<file path="src/design/pilt_pkg.sv">
// pilt_pkg: shared widths, operation and status codes, controller states and
// the command / status structs between controller and datapath.
// No dependencies.
`timescale 1ns / 1ps

package pilt_pkg;

  localparam int SLOT_COUNT_DEF = 16;

  localparam int NUM_W    = 64;
  localparam int OP_W     = 2;
  localparam int SLOT_W   = 4;
  localparam int STATUS_W = 2;
  localparam int USED_W   = 5;

  typedef logic [OP_W-1:0]     op_t;
  typedef logic [STATUS_W-1:0] status_t;

  localparam op_t OP_STORE   = 2'd0;
  localparam op_t OP_RELEASE = 2'd1;
  localparam op_t OP_QUERY   = 2'd2;

  localparam status_t ST_OK   = 2'd0;
  localparam status_t ST_FULL = 2'd1;
  localparam status_t ST_FREE = 2'd2;

  typedef enum logic [3:0] {
    S_IDLE,
    S_DECODE,
    S_STORE,
    S_RELEASE,
    S_QSCAN,
    S_QDRAIN,
    S_QFALLBACK,
    S_QCLAMP,
    S_FINISH
  } ctrl_state_t;

  typedef struct packed {
    logic accept;
    logic scan_clr;
    logic scan_inc;
    logic store_try;
    logic rel;
    logic q_read;
    logic fallback;
    logic clamp;
    logic load_out;
  } pilt_cmd_t;

  typedef struct packed {
    op_t  op;
    logic idx_last;
    logic slot_free;
    logic out_busy;
  } pilt_stat_t;

endpackage

</file>
<file path="src/design/pilt_ifs.sv">
// pilt_in_if / pilt_out_if: valid-ready channels for request and result
// transactions. Depends on pilt_pkg.
`timescale 1ns / 1ps

interface pilt_in_if;
  import pilt_pkg::*;
  logic             valid;
  logic             ready;
  logic [OP_W-1:0]  operation;
  logic [NUM_W-1:0] trx_number;
  logic [NUM_W-1:0] undo_number;
  logic [SLOT_W-1:0] slot_index;
  logic [NUM_W-1:0] fallback_trx_number;
  logic [NUM_W-1:0] fallback_undo_number;
  logic [NUM_W-1:0] view_low_limit;

  modport source(output valid, operation, trx_number, undo_number, slot_index,
                 fallback_trx_number, fallback_undo_number, view_low_limit,
                 input ready);
  modport sink(input valid, operation, trx_number, undo_number, slot_index,
               fallback_trx_number, fallback_undo_number, view_low_limit,
               output ready);
endinterface

interface pilt_out_if;
  import pilt_pkg::*;
  logic                valid;
  logic                ready;
  logic [STATUS_W-1:0] status;
  logic [SLOT_W-1:0]   stored_slot;
  logic [NUM_W-1:0]    limit_trx_number;
  logic [NUM_W-1:0]    limit_undo_number;
  logic [USED_W-1:0]   used_count;

  modport source(output valid, status, stored_slot, limit_trx_number,
                 limit_undo_number, used_count, input ready);
  modport sink(input valid, status, stored_slot, limit_trx_number,
               limit_undo_number, used_count, output ready);
endinterface

</file>
<file path="src/design/pilt_ram.sv">
// pilt_ram: generic simple dual-port ram, one write and one registered read
// port. No dependencies.
`timescale 1ns / 1ps

module pilt_ram #(
  parameter int WIDTH = 8,
  parameter int DEPTH = 16
) (
  input  logic                     clk,
  input  logic                     we,
  input  logic [$clog2(DEPTH)-1:0] waddr,
  input  logic [WIDTH-1:0]         wdata,
  input  logic [$clog2(DEPTH)-1:0] raddr,
  output logic [WIDTH-1:0]         rdata
);

  logic [WIDTH-1:0] mem [DEPTH];
  logic [WIDTH-1:0] rdata_r;

  always_ff @(posedge clk) begin
    if (we) begin
      mem[waddr] <= wdata;
    end
    rdata_r <= mem[raddr];
  end

  assign rdata = rdata_r;

endmodule

</file>
<file path="src/design/pilt_ctrl.sv">
// pilt_ctrl: sequencer for store, release and limit query transactions.
// Depends on pilt_pkg; drives pilt_dp through pilt_cmd_t.
`timescale 1ns / 1ps

module pilt_ctrl (
  input  logic                 clk,
  input  logic                 rst_n,
  input  logic                 in_valid,
  output logic                 in_ready,
  input  pilt_pkg::pilt_stat_t stat,
  output pilt_pkg::pilt_cmd_t  cmd
);
  import pilt_pkg::*;

  ctrl_state_t state_r, state_nxt;

  always_ff @(posedge clk) begin
    if (!rst_n) begin
      state_r <= S_IDLE;
    end else begin
      state_r <= state_nxt;
    end
  end

  always_comb begin
    state_nxt = state_r;
    cmd       = '0;
    in_ready  = 1'b0;
    unique case (state_r)
      S_IDLE: begin
        in_ready = 1'b1;
        if (in_valid) begin
          cmd.accept   = 1'b1;
          cmd.scan_clr = 1'b1;
          state_nxt    = S_DECODE;
        end
      end
      S_DECODE: begin
        unique case (stat.op)
          OP_STORE:   state_nxt = S_STORE;
          OP_RELEASE: state_nxt = S_RELEASE;
          OP_QUERY:   state_nxt = S_QSCAN;
          default:    state_nxt = S_FINISH;
        endcase
      end
      S_STORE: begin
        // lowest free slot wins; the last slot busy means the table is full
        cmd.store_try = 1'b1;
        if (stat.slot_free || stat.idx_last) begin
          state_nxt = S_FINISH;
        end else begin
          cmd.scan_inc = 1'b1;
        end
      end
      S_RELEASE: begin
        cmd.rel   = 1'b1;
        state_nxt = S_FINISH;
      end
      S_QSCAN: begin
        cmd.q_read = 1'b1;
        if (stat.idx_last) begin
          state_nxt = S_QDRAIN;
        end else begin
          cmd.scan_inc = 1'b1;
        end
      end
      S_QDRAIN: begin
        // last ram read is compared in this cycle
        state_nxt = S_QFALLBACK;
      end
      S_QFALLBACK: begin
        cmd.fallback = 1'b1;
        state_nxt    = S_QCLAMP;
      end
      S_QCLAMP: begin
        cmd.clamp = 1'b1;
        state_nxt = S_FINISH;
      end
      S_FINISH: begin
        if (!stat.out_busy) begin
          cmd.load_out = 1'b1;
          state_nxt    = S_IDLE;
        end
      end
      default: state_nxt = S_IDLE;
    endcase
  end

endmodule

</file>
<file path="src/design/pilt_dp.sv">
// pilt_dp: slot table (busy flags, count, pair ram), scan index, best-pair
// compare and result register. Depends on pilt_pkg and pilt_ram.
`timescale 1ns / 1ps

module pilt_dp #(
  parameter int SLOT_COUNT = pilt_pkg::SLOT_COUNT_DEF
) (
  input  logic                          clk,
  input  logic                          rst_n,
  input  pilt_pkg::pilt_cmd_t           cmd,
  output pilt_pkg::pilt_stat_t          stat,
  input  logic [pilt_pkg::OP_W-1:0]     in_operation,
  input  logic [pilt_pkg::NUM_W-1:0]    in_trx_number,
  input  logic [pilt_pkg::NUM_W-1:0]    in_undo_number,
  input  logic [pilt_pkg::SLOT_W-1:0]   in_slot_index,
  input  logic [pilt_pkg::NUM_W-1:0]    in_fallback_trx_number,
  input  logic [pilt_pkg::NUM_W-1:0]    in_fallback_undo_number,
  input  logic [pilt_pkg::NUM_W-1:0]    in_view_low_limit,
  output logic                          out_valid,
  input  logic                          out_ready,
  output logic [pilt_pkg::STATUS_W-1:0] out_status,
  output logic [pilt_pkg::SLOT_W-1:0]   out_stored_slot,
  output logic [pilt_pkg::NUM_W-1:0]    out_limit_trx_number,
  output logic [pilt_pkg::NUM_W-1:0]    out_limit_undo_number,
  output logic [pilt_pkg::USED_W-1:0]   out_used_count
);
  import pilt_pkg::*;

  localparam int IDXW = $clog2(SLOT_COUNT);
  localparam int CW   = $clog2(SLOT_COUNT + 1);
  localparam int RW   = (IDXW > SLOT_W) ? IDXW : SLOT_W;

  // latched request
  op_t              op_r;
  logic [NUM_W-1:0] trx_r, undo_r, fb_trx_r, fb_undo_r, view_r;
  logic [SLOT_W-1:0] slot_r;

  logic [IDXW-1:0]       idx_r;
  logic [SLOT_COUNT-1:0] busy_r;
  logic [CW-1:0]         cnt_r;
  logic                  cmp_vld_r;
  logic [NUM_W-1:0]      best_trx_r, best_undo_r;
  status_t               res_status_r;
  logic [SLOT_W-1:0]     res_slot_r;

  logic                  out_valid_r;
  status_t               out_status_r;
  logic [SLOT_W-1:0]     out_slot_r;
  logic [NUM_W-1:0]      out_trx_r, out_undo_r;
  logic [USED_W-1:0]     out_used_r;

  logic [2*NUM_W-1:0] rd_data;
  logic [NUM_W-1:0]   rd_trx, rd_undo;
  logic               better;
  logic               slot_free;
  logic               store_hit;
  logic [RW-1:0]      rel_ext;
  logic [IDXW-1:0]    rel_idx;
  logic               rel_ok;

  assign slot_free = !busy_r[idx_r];
  assign store_hit = cmd.store_try && slot_free;

  assign rel_ext = RW'(slot_r);
  assign rel_idx = rel_ext[IDXW-1:0];
  assign rel_ok  = ({1'b0, rel_ext} < (RW + 1)'(SLOT_COUNT)) && busy_r[rel_idx];

  assign rd_trx  = rd_data[2*NUM_W-1:NUM_W];
  assign rd_undo = rd_data[NUM_W-1:0];
  assign better  = (rd_trx > best_trx_r) ||
                   ((rd_trx == best_trx_r) && (rd_undo >= best_undo_r));

  pilt_ram #(
    .WIDTH(2 * NUM_W),
    .DEPTH(SLOT_COUNT)
  ) u_pair_ram (
    .clk  (clk),
    .we   (store_hit),
    .waddr(idx_r),
    .wdata({trx_r, undo_r}),
    .raddr(idx_r),
    .rdata(rd_data)
  );

  // request payload, result scratch
  always_ff @(posedge clk) begin
    if (cmd.accept) begin
      op_r         <= in_operation;
      trx_r        <= in_trx_number;
      undo_r       <= in_undo_number;
      slot_r       <= in_slot_index;
      fb_trx_r     <= in_fallback_trx_number;
      fb_undo_r    <= in_fallback_undo_number;
      view_r       <= in_view_low_limit;
      res_status_r <= ST_OK;
      res_slot_r   <= '0;
      best_trx_r   <= '0;
      best_undo_r  <= '0;
    end else begin
      if (store_hit) begin
        res_slot_r <= SLOT_W'(idx_r);
      end else if (cmd.store_try && stat.idx_last) begin
        res_status_r <= ST_FULL;
      end
      if (cmd.rel && !rel_ok) begin
        res_status_r <= ST_FREE;
      end
      if (cmp_vld_r && better) begin
        best_trx_r  <= rd_trx;
        best_undo_r <= rd_undo;
      end else if (cmd.fallback && (best_trx_r == '0)) begin
        best_trx_r  <= fb_trx_r;
        best_undo_r <= fb_undo_r;
      end else if (cmd.clamp && (best_trx_r >= view_r)) begin
        best_trx_r  <= view_r;
        best_undo_r <= '0;
      end
    end
  end

  // table control
  always_ff @(posedge clk) begin
    if (!rst_n) begin
      idx_r     <= '0;
      busy_r    <= '0;
      cnt_r     <= '0;
      cmp_vld_r <= 1'b0;
    end else begin
      if (cmd.scan_clr) begin
        idx_r <= '0;
      end else if (cmd.scan_inc) begin
        idx_r <= idx_r + 1'b1;
      end
      if (store_hit) begin
        busy_r[idx_r] <= 1'b1;
        cnt_r         <= cnt_r + 1'b1;
      end else if (cmd.rel && rel_ok) begin
        busy_r[rel_idx] <= 1'b0;
        cnt_r           <= cnt_r - 1'b1;
      end
      // ram data arrives in the cycle after its address, and so does its busy flag
      cmp_vld_r <= cmd.q_read && busy_r[idx_r];
    end
  end

  // result register
  always_ff @(posedge clk) begin
    if (!rst_n) begin
      out_valid_r <= 1'b0;
    end else if (cmd.load_out) begin
      out_valid_r <= 1'b1;
    end else if (out_ready) begin
      out_valid_r <= 1'b0;
    end
  end

  always_ff @(posedge clk) begin
    if (cmd.load_out) begin
      out_status_r <= res_status_r;
      out_slot_r   <= res_slot_r;
      out_trx_r    <= (op_r == OP_QUERY) ? best_trx_r : '0;
      out_undo_r   <= (op_r == OP_QUERY) ? best_undo_r : '0;
      out_used_r   <= USED_W'(cnt_r);
    end
  end

  assign stat.op        = op_r;
  assign stat.idx_last  = (idx_r == IDXW'(SLOT_COUNT - 1));
  assign stat.slot_free = slot_free;
  assign stat.out_busy  = out_valid_r && !out_ready;

  assign out_valid             = out_valid_r;
  assign out_status            = out_status_r;
  assign out_stored_slot       = out_slot_r;
  assign out_limit_trx_number  = out_trx_r;
  assign out_limit_undo_number = out_undo_r;
  assign out_used_count        = out_used_r;

endmodule

</file>
<file path="src/design/purge_inflight_limit_tracker_core.sv">
// channel   dir   handshake        payload
// in_ch     in    valid / ready    operation, pair, slot index, fallback pair, view limit
// out_ch    out   valid / ready    status, stored slot, limit pair, used count
//
// one transaction at a time: store scans the busy flags for a free slot, release
// needs no scan, limit query does one pair ram read per slot
// the result register frees the input side: a new transaction is taken while a result waits
// a stalled result holds the sequencer in its final step until out_ch is taken
// rst_n (synchronous) clears busy flags and count at once; no clearing pass
// Depends on pilt_pkg, pilt_ifs, pilt_ctrl, pilt_dp.
`timescale 1ns / 1ps

module purge_inflight_limit_tracker_core #(
  parameter int SLOT_COUNT = pilt_pkg::SLOT_COUNT_DEF
) (
  input logic        clk,
  input logic        rst_n,
  pilt_in_if.sink    in_ch,
  pilt_out_if.source out_ch
);
  import pilt_pkg::*;

  pilt_cmd_t  cmd;
  pilt_stat_t stat;

  pilt_ctrl u_ctrl (
    .clk     (clk),
    .rst_n   (rst_n),
    .in_valid(in_ch.valid),
    .in_ready(in_ch.ready),
    .stat    (stat),
    .cmd     (cmd)
  );

  pilt_dp #(
    .SLOT_COUNT(SLOT_COUNT)
  ) u_dp (
    .clk                    (clk),
    .rst_n                  (rst_n),
    .cmd                    (cmd),
    .stat                   (stat),
    .in_operation           (in_ch.operation),
    .in_trx_number          (in_ch.trx_number),
    .in_undo_number         (in_ch.undo_number),
    .in_slot_index          (in_ch.slot_index),
    .in_fallback_trx_number (in_ch.fallback_trx_number),
    .in_fallback_undo_number(in_ch.fallback_undo_number),
    .in_view_low_limit      (in_ch.view_low_limit),
    .out_valid              (out_ch.valid),
    .out_ready              (out_ch.ready),
    .out_status             (out_ch.status),
    .out_stored_slot        (out_ch.stored_slot),
    .out_limit_trx_number   (out_ch.limit_trx_number),
    .out_limit_undo_number  (out_ch.limit_undo_number),
    .out_used_count         (out_ch.used_count)
  );

endmodule

</file>
<file path="src/flat_wrapper.sv">
// flat-port wrapper written by rule: the top's interface ports become plain ports
module purge_inflight_limit_tracker_core_flat import pilt_pkg::*;
#(
  parameter int SLOT_COUNT = pilt_pkg::SLOT_COUNT_DEF
)
  (clk, rst_n, in_ch_valid, in_ch_operation, in_ch_trx_number, in_ch_undo_number, in_ch_slot_index, in_ch_fallback_trx_number, in_ch_fallback_undo_number, in_ch_view_low_limit, in_ch_ready, out_ch_valid, out_ch_status, out_ch_stored_slot, out_ch_limit_trx_number, out_ch_limit_undo_number, out_ch_used_count, out_ch_ready);
  pilt_in_if in_ch_i ();
  pilt_out_if out_ch_i ();
  input logic clk;
  input logic rst_n;
  input wire logic [$bits(in_ch_i.valid)-1:0] in_ch_valid;
  input wire logic [$bits(in_ch_i.operation)-1:0] in_ch_operation;
  input wire logic [$bits(in_ch_i.trx_number)-1:0] in_ch_trx_number;
  input wire logic [$bits(in_ch_i.undo_number)-1:0] in_ch_undo_number;
  input wire logic [$bits(in_ch_i.slot_index)-1:0] in_ch_slot_index;
  input wire logic [$bits(in_ch_i.fallback_trx_number)-1:0] in_ch_fallback_trx_number;
  input wire logic [$bits(in_ch_i.fallback_undo_number)-1:0] in_ch_fallback_undo_number;
  input wire logic [$bits(in_ch_i.view_low_limit)-1:0] in_ch_view_low_limit;
  output wire logic [$bits(in_ch_i.ready)-1:0] in_ch_ready;
  output wire logic [$bits(out_ch_i.valid)-1:0] out_ch_valid;
  output wire logic [$bits(out_ch_i.status)-1:0] out_ch_status;
  output wire logic [$bits(out_ch_i.stored_slot)-1:0] out_ch_stored_slot;
  output wire logic [$bits(out_ch_i.limit_trx_number)-1:0] out_ch_limit_trx_number;
  output wire logic [$bits(out_ch_i.limit_undo_number)-1:0] out_ch_limit_undo_number;
  output wire logic [$bits(out_ch_i.used_count)-1:0] out_ch_used_count;
  input wire logic [$bits(out_ch_i.ready)-1:0] out_ch_ready;
  assign in_ch_i.valid = in_ch_valid;
  assign in_ch_i.operation = in_ch_operation;
  assign in_ch_i.trx_number = in_ch_trx_number;
  assign in_ch_i.undo_number = in_ch_undo_number;
  assign in_ch_i.slot_index = in_ch_slot_index;
  assign in_ch_i.fallback_trx_number = in_ch_fallback_trx_number;
  assign in_ch_i.fallback_undo_number = in_ch_fallback_undo_number;
  assign in_ch_i.view_low_limit = in_ch_view_low_limit;
  assign in_ch_ready = in_ch_i.ready;
  assign out_ch_valid = out_ch_i.valid;
  assign out_ch_status = out_ch_i.status;
  assign out_ch_stored_slot = out_ch_i.stored_slot;
  assign out_ch_limit_trx_number = out_ch_i.limit_trx_number;
  assign out_ch_limit_undo_number = out_ch_i.limit_undo_number;
  assign out_ch_used_count = out_ch_i.used_count;
  assign out_ch_i.ready = out_ch_ready;
  purge_inflight_limit_tracker_core #(.SLOT_COUNT(SLOT_COUNT)) u_core (.clk(clk), .rst_n(rst_n), .in_ch(in_ch_i), .out_ch(out_ch_i));
endmodule
</file>
<file path="config.mk">
export PLATFORM = sky130hd
export DESIGN_NAME = purge_inflight_limit_tracker_core_flat
export DESIGN_NICKNAME = d
export VERILOG_FILES = /design/src/design/pilt_pkg.sv /design/src/design/pilt_ifs.sv /design/src/design/pilt_ram.sv /design/src/design/pilt_ctrl.sv /design/src/design/pilt_dp.sv /design/src/design/purge_inflight_limit_tracker_core.sv /design/src/flat_wrapper.sv
export SDC_FILE = /design/constraint.sdc
export NUM_CORES = 2
export LEC_CHECK = 0
export BUFFER_PORTS_ARGS = -buffer_cell sky130_fd_sc_hd__buf_2
export CAP_MARGIN = 20
export CELL_PAD_IN_SITES_DETAIL_PLACEMENT = 1
export CELL_PAD_IN_SITES_GLOBAL_PLACEMENT = 1
export CORE_UTILIZATION = 49
export CTS_CLUSTER_DIAMETER = 100
export DETAILED_ROUTE_END_ITERATION = 8
export PLACE_DENSITY = 0.79
export SYNTH_ARGS = -nofsm -noshare
export SYNTH_HDL_FRONTEND = slang
export SYNTH_SLANG_ARGS = --single-unit
</file>
<file path="constraint.sdc">
create_clock -name clk -period 11.5 [get_ports clk]
set_clock_uncertainty 0.15 [all_clocks]
set_input_delay 0 -clock clk [delete_from_list [all_inputs] [get_ports clk]]
set_output_delay 0 -clock clk [all_outputs]
set_load 0.1 [all_outputs]
</file>
Word level (Yosys, flattened, before mapping). Memories as Yosys holds them, arrays and structs flattened. A register that Yosys moved wholly into a read port is not among the register bits. Index checks and enable logic that the tools add are counted.

Register bits after elaboration: 630. Word-level logic and storage cells: 130. Memories: 1. Output and inout bits: 141. Input bits: 330. Bits in writable memories: 2048.

Order comparisons: 7. Eq/ne operators: 17. Bitwise logic cells: 5. Multiplexer cells: 44. Reduce and logical (&&, ||, !) cells: 30. $add $sub $neg: 3.

Memories: u_core.u_dp.u_pair_ram.mem (depth 16, bits a word 128, read ports 1, clocked after memory_dff 1, write ports 1, RTL line pilt_ram.sv:17) `logic [WIDTH-1:0] mem [DEPTH];`.

Operators by type and width (count): $mux W64 (6); $ge A64 B64 Y1 (2); $eq A64 B64 Y1 (1); $gt A64 B64 Y1 (1); $logic_not A64 Y1 (1); $mux W16 (2); $pmux W4 S8 (1); $mux W1 (18); $and A16 B16 Y16 (1); $eq A4 B3 Y1 const B (4); $mux W4 (4); $not A16 Y16 (1); $or A16 B16 Y16 (1); $logic_and A1 B1 Y1 (12); $pmux W4 S3 (1); $lt A4 B5 Y1 const B (2); $mux W2 (5); $mux W5 (2); $bmux W1 S4 (2); $demux W1 S4 (2); $eq A4 B2 Y1 const B (2); $eq A4 B4 Y1 const B (2); $ge A4 B1 Y1 const B (2); $ne A2 B2 Y1 const B (4); 18 further kinds (27).

Depth between registers and ports, before layout.
Word-level depth: 8. Depth in mapped cells: 14. Depth with buffers taken out: 11.

Cells and area by module. A second synthesis with hierarchy kept.

Cell total of the unflattened synthesis: 5781. Area total of the unflattened synthesis: 108054.9 um^2.

Modules (own cells, without submodules): pilt_ram (cells each 3365, instances 1, area each 79331.1 um^2); pilt_dp (cells each 2369, instances 1, area each 28350.9 um^2); pilt_ctrl (cells each 47, instances 1, area each 372.9 um^2).

Worst setup path after synthesis. OpenSTA, ideal clock, no wires.

Path type: register -> register. Start point: register u_core.u_ctrl.state_r[0]. End point: register u_core.u_dp.fb_trx_r[0] (enable). Setup time: 0.817 ns. Buffers on the path: 2. Required time: 10.533 ns. Setup slack: -2.687 ns. Cell stages (with the launch flop): 6. Arrival time: 13.220 ns. Period minus slack after synthesis: 14.187 ns. Cells stage by stage: dfxtp_1 clkbuf_1 nor4_1 nand2_1 inv_2 clkbuf_1.

Word-level cells in the longest chain between the ends: 2.

Ends and longest elaborated chain: start, declared (RTL line pilt_ctrl.sv:15) `ctrl_state_t state_r, state_nxt;`; start signal, assigned (RTL line pilt_ctrl.sv:21) `state_r <= state_nxt;`; $logic_not A4 Y1 (RTL line pilt_ctrl.sv:29) `unique case (state_r)`; $mux W2 (RTL line pilt_ctrl.sv:29); end signal, assigned (RTL line pilt_dp.sv:92) `fb_trx_r <= in_fallback_trx_number;`; end, declared (RTL line pilt_dp.sv:35) `logic [NUM_W-1:0] trx_r, undo_r, fb_trx_r, fb_undo_r, view_r;`.

Every way passes these cells. A chain may end at the register's enable or synchronous reset.

Worst setup path in the final report.
Start point: register u_core.u_dp.best_trx_r[63]. End point: register u_core.u_dp.best_trx_r[50].

Word-level cells in the longest chain between the ends: 5.

Ends and longest elaborated chain: start, declared (RTL line pilt_dp.sv:42) `logic [NUM_W-1:0] best_trx_r, best_undo_r;`; start signal, assigned (RTL line pilt_dp.sv:109) `best_trx_r <= rd_trx;`; start signal, assigned (RTL line pilt_dp.sv:112) `best_trx_r <= fb_trx_r;`; start signal, assigned (RTL line pilt_dp.sv:115) `best_trx_r <= view_r;`; branches (longest 5 deep; another with $gt A64 B64 Y1).

Several ways; the timed one is not identified.

==> flow_metrics.py <==
metrics = {
    "run_status": {
        "result_of_the_run": "complete, no violations",
    },
    "setup_path": {
        "critical_path_class": "flip-flop to flip-flop",
        "worstPathCellList": "inv_1 > ha_1 > nand4_1 > nor4_1 > buf_2 > nand2_1 > nor3_2 > o311ai_1 > a22oi_1 > a32o_4 > buf_4 > nand2_4 > o22ai_1",
        "path_max_fanout": 64,
        "cp.arrival_ps": 8070,
        "endpoint_kind": "flip-flop",
        "crit_path_start_kind": "flip-flop",
        "max_stage_delay_ps": 950,
        "worst_ep_required_time_ps": 12170,
        "slowest_cell_on_crit_path": "sky130_fd_sc_hd__buf_4",
    },
    "place": {
        "place_worst_setup_slack_ps": 4554,
        "gp_congestion": 0.8401,
        "detailed_place.area_um2": 113200,
        "dp.final_hpwl_mm": 183.1,
        "port_buffers": 470,
    },
    "drt": {
        "wirelength_mm": 337.0,
        "routed_wire_per_std_cell_um": 34.94,
        "postRouteAntennaNets": 0,
        "detail_route.iter0.violations": 8291,
        "via_per_inst": 6.281,
        "firstDrtPassIters": 5,
        "route.vias.total": 60571,
        "drcViolationCount": 0,
    },
    "yosys": {
        "count_of_synthesis_stage_warnings_from_yosys": 0,
        "yosysSeqAreaShare_pct": 75.72,
        "library_cell_occupying_the_most_area_in_the_post_synthesis_netlist": "sky130_fd_sc_hd__edfxtp_1",
        "synth-seq-cells": 2806,
        "synth_enable_flop_cells": 2513,
        "synth_async_reset_ratio_pct": 0,
        "syn_area_cell_um2": 20.39,
        "synthFlopType": "sky130_fd_sc_hd__edfxtp_1",
        "syn_area_um2": 107400,
        "synth.lib_cells_used.distinct": 59,
        "netlist.area_leader.share_pct": 70.26,
        "synth_cells": 5267,
        "syn-num-nets": 5797,
        "synthTopCellsByArea": "sky130_fd_sc_hd__edfxtp_1 70%, sky130_fd_sc_hd__mux4_2 14%, sky130_fd_sc_hd__dfxtp_1 5.5%, sky130_fd_sc_hd__ha_1 2.3%, sky130_fd_sc_hd__mux2i_1 1.3%",
    },
    "grt": {
        "globalRouteTotalUtil_pct": 30.43,
        "pin_count_of_the_biggest_net_entering_global_routing": 147,
        "first_pass_grt_wire_length_mm": 475.6,
        "grt_use_met2_pct": 49.67,
        "grt.busiest_layer": "met2",
        "antenna_found_initial": 18,
        "grt.met3_usage_pct": 5.943,
        "grt.overflow.total": 0,
        "grt.met1_usage_pct": 38.36,
        "via_count_of_the_first_global_routing_pass": 64455,
    },
    "floorplanning": {
        "boundaryPins": 471,
        "total_die_area_um2": 221100,
        "initial_core_utilization_pct": 49.41,
        "dieWidth_um": 470.2,
        "chipHeight_um": 470.2,
        "core_area_um2": 217400,
        "placement_rows": 171,
    },
    "sta": {
        "max-slew-margin-rel_pct": 20.11,
        "final_setup_violating_endpoints": 0,
        "timing.final.max_slew_violations": 0,
        "setup_slack_ps": 4094,
        "grt_setup_unrepaired": "no",
        "hold_violations": 0,
        "setup_total_negative_slack_ps": 0,
        "fmax_ghz": 0.1350,
        "timing.final.crit_period_ps": 7406,
        "timing_worst_slew_pin_value_ps": 1198,
        "final_min_period_over_clock_period_pct": 64.40,
    },
    "finish": {
        "final_design_area_no_fill_um2": 129300,
        "finish.net_count": 7086,
        "regMostFlops": "u_core.u_dp.u_pair_ram.mem",
        "area_growth_syn_to_layout_pct": 20.34,
        "largest_register_ffs": 2048,
        "layout-drive-gt1-share_pct": 24.60,
        "nFillCells": 18726,
    },
    "power_and_ir_drop": {
        "peakVddDrop_mv": 0.1924,
        "cellPowerDensity_nw_per_um2": 183.8,
        "totalPowerFinal_w": 0.02375,
        "leakage_nw": 43.27,
    },
    "worst_hold_path": {
        "hp-class": "input pin to flip-flop",
    },
    "clocking": {
        "clk_latency_ps": 970,
        "cts.hold.buffers_added": 659,
        "cts_inserted_buffers": 302,
        "clk_transition_reported_paths_ps": 60,
        "clock_path_buffers": 4,
        "root_buffer": "sky130_fd_sc_hd__clkbuf_16",
        "h_tree_depth_reported_by_cts": 5,
        "count_of_buffers_added_by_post_cts_timing_repair_for_setup": 0,
        "tritoncts": "built",
        "clock_sinks": 2806,
        "cts_repair_resize_count": 0,
    },
    "flow_run": {
        "maxCapViolCount": 0,
    },
}
-- report_power, final --
part / total [W] / switching [W] / internal, W
clock: 0.00959 / 0.00407 / 0.00552
combinational: 0.00176 / 0.00112 / 0.000633
sequential: 0.0124 / 0.000568 / 0.0118
total: 0.0238 / 0.00576 / 0.0180
-- critical path, delay by kind of cell, from the launching register on --
kind,cells,cell delay [ps]
adders and majority gates,1,350
DFF,1,760
and+or+nand+nor,5,2530
AOI/OAI and AO/OA,4,2010
buffers and inverters,3,1370
-- cells by family (layout without fill, tap and decap cells) --
kind of cell,count (synthesis),in the layout,synth area share (%)
fa+ha+maj,200,200,2.337
flops,2806,2806,75.72
mux,786,786,14.90
compound gates,395,395,2.127
buf+inv,450,1967,1.794
xor+xnor,7,7,0.05708
other cells,0,5,0
simple gates,623,623,3.069
-- through the flow --
step           cells  util, %  hold WS, ps
2_1_floorplan   5267        -       -51.13
3_3_place_gp    8441    52.05        29.51
3_5_place_dp    8444    52.06        28.29
4_1_cts         9635    59.44        82.86
5_1_grt         9639    59.46        146.3
6_report        9643    59.46        150.6
-- cells in the final DEF, fill, tap and decap left out, drive strengths merged, types with 29 or more instances in the layout --
cell type,synthesis,layout
edfxtp,2513,2513
dlygate4sd3,0,659
mux4,650,650
buf,87,573
clkbuf,161,411
dfxtp,293,293
inv,202,210
ha,199,199
and2,194,194
nand2,169,169
a21oi,143,143
mux2i,135,135
o21ai,104,104
nand3,88,88
clkinv,0,82
o22ai,64,64
nor2,46,46
nand4,45,45
a21o,29,29
-- synth_stat cells, types with 6 or more instances --
library cell,count
sky130_fd_sc_hd__nor2b_1,14
sky130_fd_sc_hd__clkbuf_1,160
sky130_fd_sc_hd__nand3_1,88
sky130_fd_sc_hd__nor2_1,46
sky130_fd_sc_hd__nor4_1,26
sky130_fd_sc_hd__a21o_1,29
sky130_fd_sc_hd__and2_1,194
sky130_fd_sc_hd__nand4_1,45
sky130_fd_sc_hd__nand2b_1,6
sky130_fd_sc_hd__nor3_1,11
sky130_fd_sc_hd__mux4_2,650
sky130_fd_sc_hd__nand2_1,165
sky130_fd_sc_hd__o21ai_0,104
sky130_fd_sc_hd__o22ai_1,64
sky130_fd_sc_hd__mux2i_1,135
sky130_fd_sc_hd__buf_12,10
sky130_fd_sc_hd__o211ai_1,6
sky130_fd_sc_hd__dfxtp_1,293
sky130_fd_sc_hd__a211oi_1,13
sky130_fd_sc_hd__buf_2,33
sky130_fd_sc_hd__buf_1,38
sky130_fd_sc_hd__ha_1,199
sky130_fd_sc_hd__a21oi_1,143
sky130_fd_sc_hd__a31oi_1,6
sky130_fd_sc_hd__inv_1,201
sky130_fd_sc_hd__edfxtp_1,2513
-- final timing paths --
check / to / depth (start not counted) / slack (ps) / startpoint
max reg2reg: u_core.u_dp.best_trx_r[50] / 13 / 4090 / u_core.u_dp.best_trx_r[63]
min reg2reg: u_core.u_dp.out_status[0] / 0 / 300 / u_core.u_dp.res_status_r[0]
max: u_core.u_dp.best_trx_r[50] / 13 / 4090 / u_core.u_dp.best_trx_r[63]
min: u_core.u_dp.trx_r[42] / 3 / 150 / in_ch_trx_number[42]
-- per-layer routing --
metal	vias up	share of wire [%]
li1	23913	-
met1	31768	36
met2	3947	49
met3	931	8.8
met4	12	6.2
met5	-	0.025
-- area by class of cell --
cell class	count	area [um2]	area share, %
Timing Repair Buffer	1233	9764	7.554
Clock inverter	122	1162	0.8993
Clock buffer	410	8288	6.412
Inverter	202	765.7	0.5924
Antenna cell	5	12.51	0.009680
Tap cell	2854	3571	2.763
Sequential cell	2806	81340	62.93
Multi-Input combinational cell	2011	24350	18.84
(Power assumes the default switching activity.)
